**config.mk**
```make
export PLATFORM = sky130hd
export DESIGN_NAME = tbra_ctrl
export DESIGN_NICKNAME = d
export VERILOG_FILES = /design/src/sv/tbra_pkg.sv /design/src/sv/tbra_ctrl.sv
export SDC_FILE = /design/constraint.sdc
export NUM_CORES = 1
export LEC_CHECK = 0
export ABC_CLOCK_PERIOD_IN_PS = 2340
export BUFFER_PORTS_ARGS = -buffer_cell sky130_fd_sc_hd__buf_2
export CAP_MARGIN = 20
export CELL_PAD_IN_SITES_DETAIL_PLACEMENT = 1
export CELL_PAD_IN_SITES_GLOBAL_PLACEMENT = 2
export CORE_AREA = 5 5 52 54
export DETAILED_ROUTE_END_ITERATION = 12
export DIE_AREA = 0 0 57 59
export PLACE_DENSITY = 0.77
export SYNTH_ARGS = -nofsm -noshare
export SYNTH_HDL_FRONTEND = slang
export SYNTH_SLANG_ARGS = --single-unit
export TNS_END_PERCENT = 10
```
**constraint.sdc**
```tcl
create_clock -name clk -period 2.34 [get_ports clk]
set_clock_uncertainty 0.1 [all_clocks]
set_input_delay 0.234 -clock clk [delete_from_list [all_inputs] [get_ports clk]]
set_output_delay 0.234 -clock clk [all_outputs]
set_load 0.005 [all_outputs]
```
**src/sv/tbra_pkg.sv**
```systemverilog
// Package with shared types and constants of the transmit bounce ring allocator.
package tbra_pkg;

  localparam logic [1:0] KIND_PLACED = 2'd0;
  localparam logic [1:0] KIND_REJECT = 2'd1;
  localparam logic [1:0] KIND_RETIRE = 2'd2;

  localparam logic [1:0] CFG_RING_BYTES = 2'd0;
  localparam logic [1:0] CFG_DESC_LIMIT = 2'd1;
  localparam logic [1:0] CFG_PAD_LOG2   = 2'd2;

  // Commands from the controller to the datapath.
  typedef struct packed {
    logic take_in;      // latch input item, store segment
    logic chk_clear;    // start check walk from live head
    logic chk_step;     // accumulate one segment of the check walk
    logic dec_eval;     // register accept/reject decision
    logic place_step;   // place one segment and emit it
    logic rej_emit;     // emit reject result
    logic ret_step;     // retire one slot
    logic ret_emit;     // emit retire report
  } tbra_cmd_t;

  typedef struct packed {
    logic is_cmpl;      // latched item is a completion update
    logic seg_last;     // latched segment is last
    logic walk_done;    // segment index reached pending count
    logic ok;           // registered accept decision
    logic ret_more;     // another slot may be retired
  } tbra_sts_t;

endpackage

```
**src/sv/tbra_ctrl.sv**
```systemverilog
// Controller state machine of the transmit bounce ring allocator.
module tbra_ctrl (
  input  logic                clk,
  input  logic                rst_n,
  input  logic                in_valid,
  output logic                in_ready,
  output logic                out_valid,
  input  logic                out_ready,
  input  tbra_pkg::tbra_sts_t sts,
  output tbra_pkg::tbra_cmd_t cmd
);
  typedef enum logic [7:0] {
    S_IDLE  = 8'b0000_0001,
    S_DISP  = 8'b0000_0010,
    S_CHK   = 8'b0000_0100,
    S_DEC   = 8'b0000_1000,
    S_PLACE = 8'b0001_0000,
    S_EMIT  = 8'b0010_0000,
    S_RET   = 8'b0100_0000,
    S_RREP  = 8'b1000_0000
  } state_t;

  state_t state_r, state_nxt;
  logic   place_mode_r, place_mode_nxt;

  always_ff @(posedge clk) begin
    if (!rst_n) begin
      state_r      <= S_IDLE;
      place_mode_r <= 1'b0;
    end else begin
      state_r      <= state_nxt;
      place_mode_r <= place_mode_nxt;
    end
  end

  // S_EMIT holds a result on the output until its transfer.
  always_comb begin
    state_nxt      = state_r;
    place_mode_nxt = place_mode_r;
    cmd            = '0;
    in_ready       = 1'b0;
    out_valid      = 1'b0;
    case (state_r)
      S_IDLE: begin
        in_ready = 1'b1;
        if (in_valid) begin
          cmd.take_in = 1'b1;
          state_nxt   = S_DISP;
        end
      end
      S_DISP: begin
        if (sts.is_cmpl) begin
          state_nxt = S_RET;
        end else if (sts.seg_last) begin
          cmd.chk_clear = 1'b1;
          state_nxt     = S_CHK;
        end else begin
          state_nxt = S_IDLE;
        end
      end
      S_CHK: begin
        if (sts.walk_done) begin
          state_nxt = S_DEC;
        end else begin
          cmd.chk_step = 1'b1;
        end
      end
      S_DEC: begin
        cmd.dec_eval = 1'b1;
        state_nxt    = S_PLACE;
      end
      S_PLACE: begin
        if (sts.ok) begin
          cmd.place_step = 1'b1;
          place_mode_nxt = 1'b1;
        end else begin
          cmd.rej_emit   = 1'b1;
          place_mode_nxt = 1'b0;
        end
        state_nxt = S_EMIT;
      end
      S_EMIT: begin
        out_valid = 1'b1;
        if (out_ready) begin
          if (place_mode_r && !sts.walk_done) begin
            state_nxt = S_PLACE;
          end else begin
            state_nxt = S_IDLE;
          end
        end
      end
      S_RET: begin
        if (sts.ret_more) begin
          cmd.ret_step = 1'b1;
        end else begin
          cmd.ret_emit   = 1'b1;
          place_mode_nxt = 1'b0;
          state_nxt      = S_RREP;
        end
      end
      S_RREP: begin
        state_nxt = S_EMIT;
      end
      default: begin
        state_nxt = S_IDLE;
      end
    endcase
  end
endmodule

```
==> results.toml, run 1 <==
[drt]
drt_first_pass_iters = 2
ant_nets = 0
finalWirelength_mm = 1.69
vias = 607
vias_per_cell = 4.98
drtIter0Drc = 5
routedWlPerCell_um = 13.8
route.detailed.drc = 0

[floorplan]
num_rows = 17
die_area_um2 = 3360
core_um2 = 2170
start_util_pct = 28.0
die_width_um = 57
io_pins = 19
die_h_um = 59

[setup_path]
reg2regPathDepth = 5
crit_cells = 4
path_class = "reg -> out"
startpoint_type = "flip-flop"
cp.required_ns = 2.01
cpLargestDelayFamily = "simple AND/OR/NAND/NOR gates"
cp_slowest_cell = "nor4_4"
cpPeakStageDelay_ns = 0.42
crit_fanout = 8
crit_chain = "nor4_4, nand3_1, nor3b_1, buf_2"
path_buf_inv = 1
worstPathArrival_ns = 1.87
crit_path_end_kind = "output port"

[layout]
fin_nets = 104
synthToLayoutAreaGrowth_pct = 24.3
final_cell_mix = "buf_2 (18), nor2_1 (9), dfxtp_1 (9), o21ai_0 (6), inv_1 (4)"
num_antenna_cells = 0
drive_gt1_share_pct = 30.9
multi_input_area_um2 = 400
register_area_um2 = 180
fill_cells = 291
final_common_cell = "buf_2"

[global_route]
track_usage_pct = 10.9
grt-ovfl-total = 0
grt_pass1_wl_mm = 2.73
antenna_found_initial = 0
grt_max_degree = 10
grt_pass1_vias = 587

[cts]
cts.path.max_buffers = 2
postCtsHoldBufs = 0
clock_sinks = 9
cts_tree = "yes"
cts-resized-gates = 0
root_buffer = "clkbuf_4"
cts_buffers = 3
clock_latency_ns = 0.28
post_cts_buffers = 0
clk_pin_slew_ns = 0.07
htreeDepth = 1

[yosys]
syn_nets = 81
synth_seq_cells = 9
synthesis.area_um2 = 607
seq_area_frac_synth_pct = 29.7
synth-warning-count = 0
syn_inst = 72
syn_avg_cell_area_um2 = 8.43
synth_cell_types = 31

[sta]
rsz0062_at_grt = "no"
setup_viol = 0
final-max-slew-violation-count = 0
relSlewSlack_pct = 67.9
tightest_slew_ns = 0.475
final.min_clock_period_ns = 2.21
fmax_ghz = 0.453
fin_crit_sh_pct = 94.4
fin_setup_tns_ns = 0
hold_violations = 0

[flow_run]
maxCapViolations = 0

[placed_design]
port_buffers = 18
dp_hpwl_mm = 1.41
gp_congestion = 0.757

[hold_path]
holdPathStages = 2
hp-class = "in -> reg"

[outcome]
status = "finished, final reports clean"

[power_and_ir_drop]
clkPwrFrac_pct = 30.9
switchingPower_uw = 132
p_total_uw = 417
p_comb_share_pct = 27.0
netSwitchingFraction_pct = 31.7
p_seq_share_pct = 42.2
leakage_uw = 0.000316
power.internal_uw = 285
vdd_drop_max_mv = 0.271
powerDensity_nw_per_um2 = 553
-- cells in the mapped netlist --
master / count / share of area [%]
a21o_1: 1 / 1.2
a21oi_1: 2 / 1.6
a31oi_2: 1 / 2.1
and2_1: 2 / 2.1
and3_1: 1 / 1.0
buf_6: 1 / 1.9
dfxtp_1: 9 / 30
inv_1: 4 / 2.5
nand2_1: 3 / 1.9
nand2b_1: 3 / 3.1
nand2b_2: 1 / 1.4
nand3_1: 3 / 2.5
nand3b_1: 2 / 2.5
nand4b_1: 2 / 2.9
nor2_1: 9 / 5.6
nor2b_1: 3 / 3.1
nor3_1: 1 / 0.82
nor3b_1: 2 / 2.5
nor4_1: 1 / 1.0
nor4_2: 1 / 2.1
nor4_4: 2 / 7.0
nor4b_1: 2 / 2.9
nor4bb_1: 1 / 1.6
o211ai_1: 1 / 1.2
o21a_1: 3 / 3.7
o21ai_0: 6 / 4.9
o31a_1: 1 / 1.4
o32a_1: 1 / 1.6
or2_2: 1 / 1.0
or2b_1: 1 / 1.2
or4_4: 1 / 1.9
-- final timing paths --
| path | from | endpoint | slack [ns] |
|---|---|---|---|
| worst max-delay path | state_r[6] | cmd[6] | 0.13 |
| worst min-delay path | rst_n | state_r[2] | 0.14 |
| worst max register to register | state_r[6] | state_r[4] | 0.59 |
| worst min register to register | place_mode_r | state_r[4] | 0.51 |
-- metal layers --
layer	part of all wire [%]	global-route usage, %
met1	49	13.8
met2	45	16.5
met3	3.7	3.49
met4	2.3	5.96
met5	0	0
-- flip-flops by register name (all words and copies together), names as in the netlist --
register and count:
state_r 8, place_mode_r 1
-- worst reg2reg max path, cell delays in order (launching register included) --
cell,delay [ns]
dfxtp_1,0.39
nor4_4,0.43
nand3_1,0.20
o21ai_0,0.27
nand2b_2,0.21
a21oi_1,0.05
-- power by group through the flow --
stage          combinational (µW)  sequential, µW  clock (µW)
2_1_floorplan                74.8             175           0
3_3_place_gp                  113             180           0
3_5_place_dp                  114             179           0
4_1_cts                       115             176         133
5_1_grt                       125             177         140
6_report                      113             176         129
-- stage by stage --
| step | setup slack, ns | std cells | hold slack [ns] | area (µm²) | utilization (%) |
|---|---|---|---|---|---|
| after floorplan | 0.681 | 72 | 0.252 | 607 | - |
| after global placement | 0.414 | 118 | 0.432 | 728 | 33.6 |
| after detailed placement | 0.453 | 118 | 0.438 | 728 | 33.6 |
| after CTS | 0.139 | 122 | 0.147 | 754 | 34.8 |
| after global routing | 0.0303 | 122 | 0.148 | 754 | 34.8 |
| final | 0.132 | 122 | 0.142 | 754 | 34.8 |
-- cell families after synthesis --
group,count (synthesis),synth area share (%)
AND/OR/NAND/NOR,42,48.0
buffers and inverters,5,4.33
flip-flops,9,29.7
AO/OA/AOI/OAI,16,17.9
-- final cells by class --
| class | count | share of cell area, % |
|---|---|---|
| multi-input cells | 58 | 53.1 |
| inverters | 4 | 1.99 |
| repair buffers | 19 | 12.9 |
| clock buffers | 4 | 3.48 |
| flip-flops and latches | 9 | 23.9 |
| well taps | 28 | 4.64 |
Note: power is estimated with default switching activity, not from simulation.
==> run 2, diff against run 1 <==
--- a/config.mk
+++ b/config.mk
@@ -5,15 +5,16 @@
 export SDC_FILE = /design/constraint.sdc
 export NUM_CORES = 1
 export LEC_CHECK = 0
+export ABC_AREA = 1
 export ABC_CLOCK_PERIOD_IN_PS = 2340
 export BUFFER_PORTS_ARGS = -buffer_cell sky130_fd_sc_hd__buf_2
 export CAP_MARGIN = 20
 export CELL_PAD_IN_SITES_DETAIL_PLACEMENT = 1
 export CELL_PAD_IN_SITES_GLOBAL_PLACEMENT = 2
-export CORE_AREA = 5 5 52 54
+export CORE_AREA = 5 5 56 58
 export DETAILED_ROUTE_END_ITERATION = 12
-export DIE_AREA = 0 0 57 59
-export PLACE_DENSITY = 0.77
+export DIE_AREA = 0 0 61 63
+export PLACE_DENSITY = 0.78
 export SYNTH_ARGS = -nofsm -noshare
 export SYNTH_HDL_FRONTEND = slang
 export SYNTH_SLANG_ARGS = --single-unit
==> results.toml, run 2 <==
[layout]
top_regs = "state_r (8), place_mode_r (1)"
final_common_cell = "nand2_1"
fin_nets = 139
num_antenna_cells = 0
synthToLayoutAreaGrowth_pct = 23.4
final_cell_mix = "nand2_1 (28), nor2_1 (18), buf_2 (18), inv_1 (13)"
drive_gt1_share_pct = 36.4
regMostFlops = "state_r"
largest_reg_flops = 8
final_cells = 160

[floorplan]
die_h_um = 63
die_width_um = 61
die_area_um2 = 3840
io_pins = 19
core_um2 = 2620
start_util_pct = 25.3
num_rows = 19

[hold_path]
holdPathStages = 3
hp-class = "in -> reg"

[cts]
clk_pin_slew_ns = 0.06
clock_latency_ns = 0.26
postCtsHoldBufs = 0
post_cts_buffers = 0
cts_tree = "yes"
root_buffer = "clkbuf_4"
htreeDepth = 1
cts_buffers = 3
clock_sinks = 9
cts-resized-gates = 0
cts.path.max_buffers = 2

[global_route]
antenna_found_initial = 0
grt-ovfl-total = 0
grt_max_degree = 9
grt_pass1_vias = 745
grt_pass1_wl_mm = 3.04
track_usage_pct = 10.4

[yosys]
synth_cell_types = 17
synth_compound_area_share_pct = 4.54
yosysTopAreaCell = "dfxtp_1"
synth.top_cell.area_share_pct = 27.2
synth_area_leaders = "dfxtp_1 (27%), nand2_1 (16%), nor2_1 (10%)"
syn_inst = 107
ys.flop_type = "dfxtp_1"
synth_top_family_by_area = "simple AND/OR/NAND/NOR gates"
yosys.area_share.simple_pct = 55.8
yosysMostFrequentCell = "nand2_1"
muxShareOfSynthArea_pct = 0
async_flop_share_pct = 0
synth-xor-area-share_pct = 0
seq_area_frac_synth_pct = 27.2
synth-warning-count = 0
synth_common_cells = "nand2_1 (28), nor2_1 (18), inv_1 (13), dfxtp_1 (9), inv_2 (9)"
synth_seq_cells = 9
synthesis.area_um2 = 662
synth_edf_count = 0
syn_avg_cell_area_um2 = 6.19
syn_nets = 116
synth_adder_area_share_pct = 0

[drt]
vias = 703
routedWlPerCell_um = 10.2
vias_per_cell = 4.39
drtIter0Drc = 4
route.detailed.drc = 0
finalWirelength_mm = 1.64
drt_first_pass_iters = 4
ant_nets = 0

[power_and_ir_drop]
p_seq_share_pct = 39.4
netSwitchingFraction_pct = 34.9
leakage_uw = 0.000450
clkPwrFrac_pct = 27.5
p_comb_share_pct = 33.1
vdd_drop_max_mv = 0.225
powerDensity_nw_per_um2 = 528
switchingPower_uw = 150
power.internal_uw = 281

[sta]
rsz0062_at_grt = "no"
setup_ws_ns = 0.687
fin_setup_tns_ns = 0
fmax_ghz = 0.605
setup_viol = 0
tightest_slew_ns = 0.276
fin_crit_sh_pct = 70.7
hold_violations = 0
relSlewSlack_pct = 81.6
final.min_clock_period_ns = 1.65
final-max-slew-violation-count = 0

[setup_path]
crit_path_end_kind = "output port"
crit_path_frequent_cell = "inv_1"
path_class = "reg -> out"
cp_slowest_cell = "dfxtp_1"
crit_fanout = 6
startpoint_type = "flip-flop"
reg2reg_slack_ns = 1.01
crit_chain = "inv_2, nand2_4, nor2_4, nand2_2, inv_1, nand3_1, inv_1, buf_2"
path_buf_inv = 4
cpLargestDelayFamily = "simple AND/OR/NAND/NOR gates"
worstPathArrival_ns = 1.32
crit_cells = 8
cp.required_ns = 2.01
reg2regPathDepth = 10
cpPeakStageDelay_ns = 0.34

[placed_design]
placed_cells = 156
port_buffers = 18
dp_hpwl_mm = 1.50
place_ws_ns = 0.949
gp_congestion = 0.699

[outcome]
status = "finished, final reports clean"

[flow_run]
maxCapViolations = 0
run 2: changes by cell type in the layout (fill, tap and decap cells not counted), moves of 5 or more:
cell	previous run	this run
nand2_1	3	28
o21ai_0	6	1
inv_1	4	13
inv_2	0	9
nor2_1	9	18
nand2_2	0	6
run 2: final cells by class:
cell class,count,area (µm²)
inverters,22,82.6
well taps,31,38.8
flip-flops and latches,9,180
multi-input cells,76,399
clock buffers,4,26.3
repair buffers,18,90.1
fillers,358,1800
run 2: worst min-delay path: cells and delay by family:
kind | cells | cell delay, ns
buffers and inverters | 1 | 0.10
AND/OR/NAND/NOR | 2 | 0.09
run 2: cell families after synthesis:
kind of cell | Yosys count
compound gates | 6
buf+inv | 22
flops | 9
simple gates | 70
run 2: final timing paths:
path / startpoint / end
hold reg to reg: place_mode_r / place_mode_r
hold / removal: rst_n / state_r[5]
setup reg to reg: state_r[3] / state_r[0]
setup / recovery: state_r[5] / cmd[6]
run 2: power groups by stage:
stage,clock (µW),combinational [µW],sequential [µW]
after floorplan,0,107,172
after global placement,0,147,172
after detailed placement,0,146,174
after CTS,122,148,170
after global routing,133,168,171
final,118,143,170
run 2: metal layers:
layer  vias to the layer above  GRT usage [%]  part of all wire (%)
li1                        367              -                     -
met1                       318           13.6                    47
met2                        13           16.0                    47
met3                         5          0.620                   1.8
met4                         0           6.50                   3.2
met5                         -              0                     0
run 2: per-stage QoR:
stage	hold slack, ns	power, µW	utilization [%]	area [µm²]
after detailed placement	0.371	320	30.2	791
after CTS	0.111	440	31.2	817
after global placement	0.359	320	30.2	791
final	0.112	431	31.2	817
after floorplan	0.254	278	-	662
after global routing	0.108	472	31.2	817
==> run 3, diff against run 2 <==
--- a/config.mk
+++ b/config.mk
@@ -6,15 +6,15 @@
 export NUM_CORES = 1
 export LEC_CHECK = 0
 export ABC_AREA = 1
-export ABC_CLOCK_PERIOD_IN_PS = 2340
+export ABC_CLOCK_PERIOD_IN_PS = 1450
 export BUFFER_PORTS_ARGS = -buffer_cell sky130_fd_sc_hd__buf_2
 export CAP_MARGIN = 20
 export CELL_PAD_IN_SITES_DETAIL_PLACEMENT = 1
 export CELL_PAD_IN_SITES_GLOBAL_PLACEMENT = 2
-export CORE_AREA = 5 5 56 58
+export CORE_AREA = 5 5 61 63
 export DETAILED_ROUTE_END_ITERATION = 12
-export DIE_AREA = 0 0 61 63
-export PLACE_DENSITY = 0.78
+export DIE_AREA = 0 0 66 68
+export PLACE_DENSITY = 0.69
 export SYNTH_ARGS = -nofsm -noshare
 export SYNTH_HDL_FRONTEND = slang
 export SYNTH_SLANG_ARGS = --single-unit
==> constraint.sdc (replaced) <==
create_clock -name clk -period 1.45 [get_ports clk]
set_clock_uncertainty 0.1 [all_clocks]
set_input_delay 0.145 -clock clk [delete_from_list [all_inputs] [get_ports clk]]
set_output_delay 0.145 -clock clk [all_outputs]
set_load 0.005 [all_outputs]
==> results.toml, run 3 (synthesis results as in run 2) <==
[outcome]
status = "complete, but fails checks"
violations = "negative setup slack"

[global_route]
antenna_found_initial = 0
grt-ovfl-total = 0
grt_max_degree = 9
track_usage_pct = 10.1
grt_pass1_vias = 750
grt_pass1_wl_mm = 3.39

[layout]
drive_gt1_share_pct = 56.9
final_cell_mix = "nand2_1 (24), inv_2 (14), nor2_1 (14), buf_2 (14), inv_1 (8)"
top_regs = "state_r (8), place_mode_r (1)"
fin_nets = 147
largest_reg_flops = 8
regMostFlops = "state_r"
fin_area_um2 = 1020
num_antenna_cells = 0
final_common_cell = "nand2_1"
synthToLayoutAreaGrowth_pct = 53.7

[setup_path]
cp_slowest_cell = "dfxtp_2"
cp.required_ns = 1.21
crit_fanout = 4
startpoint_type = "flip-flop"
worstPathArrival_ns = 1.26
crit_path_end_kind = "output port"
crit_chain = "inv_2, nand2_4, nor2_4, buf_6, nand3_4, inv_2, buf_6"
path_class = "reg -> out"
cpPeakStageDelay_ns = 0.34

[floorplan]
core_um2 = 3180
num_rows = 21
die_h_um = 68
io_pins = 19
start_util_pct = 20.8
die_width_um = 66
die_area_um2 = 4490

[placed_design]
gp_congestion = 0.767
place_area_um2 = 810
port_buffers = 18
dp_hpwl_mm = 1.58

[drt]
routedWlPerCell_um = 10.8
finalWirelength_mm = 1.98
drtIter0Drc = 12
drt_first_pass_iters = 4
vias_per_cell = 3.97
route.detailed.drc = 0
ant_nets = 0
vias = 727

[cts]
clock_sinks = 9
clock_latency_ns = 0.27
cts_tree = "yes"
root_buffer = "clkbuf_4"
clk_pin_slew_ns = 0.06
cts.path.max_buffers = 2
cts_buffers = 3
htreeDepth = 1

[hold_path]
hp-class = "in -> reg"

[sta]
final-max-slew-violation-count = 0
rsz0062_at_grt = "yes"
setup_viol = 9
setup_ws_ns = -0.0553
finalHoldWorstSlack_ns = 0.0435
fin_setup_tns_ns = -0.256
relSlewSlack_pct = 81.6
tightest_slew_ns = 0.276
fmax_ghz = 0.664
final.min_clock_period_ns = 1.51
fin_crit_sh_pct = 104
hold_violations = 0

[flow_run]
maxCapViolations = 0

[power_and_ir_drop]
vdd_drop_max_mv = 0.216
p_total_uw = 807
powerDensity_nw_per_um2 = 793
leakage_uw = 0.000508
-- run 3: cell count changes in the layout (fill, tap and decap cells not counted), sizes merged --
cell | before | now
buf | 18 | 25
dlygate4sd3 | 0 | 1
-- run 3: timing repair --
item	4_1_cts	5_1_grt
setup endpoints to repair	10	15
hold buffers	1	0
endpoints found under the hold margin	1	0
pin swaps	7	6
setup buffers	7	0
resized for setup	19	18
-- run 3: layer usage --
metal  track usage [%]  vias to the layer above  wire length, µm
li1                  -                      380                -
met1              11.5                      330              862
met2              17.5                       13             1010
met3             0.821                        4               47
met4              7.61                        0               57
met5                 0                        -                0
-- run 3: critical path, delay by kind of cell, from the launching register on --
kind | cells | cell delay, ns
buf+inv | 4 | 0.36
flops | 1 | 0.34
simple gates | 3 | 0.28
-- run 3: area by class of cell --
cell class	count	area, µm²
inverters	22	82.6
well taps	46	57.6
fillers	410	2160
clock buffers	4	26.3
multi-input cells	76	477
repair buffers	26	185
flip-flops and latches	9	189
-- run 3: path summary, 6_finish.rpt --
path / slack (ns) / start / cells past startpoint / end
worst max-delay path: -0.06 / state_r[5] / 7 / cmd[5]
worst min-delay path: 0.04 / sts[4] / 3 / state_r[6]
worst max register to register: 0.01 / state_r[5] / 12 / state_r[0]
worst min register to register: 0.36 / place_mode_r / 2 / place_mode_r
-- run 3: per-stage QoR --
step	worst slack [ns]	util [%]	std cells
final	-0.0553	32.0	183
after global routing	-0.146	32.0	183
after detailed placement	0.108	25.5	171
after global placement	0.0736	25.5	171
after CTS	-0.0753	30.1	183
after floorplan	0.258	-	107
-- run 3: report_power, final --
part	switching, µW	leakage, µW	internal, µW
clock	93.3	0.0000150	106
sequential	12.1	0.0000758	264
combinational	193	0.000417	138
total	298	0.000508	509
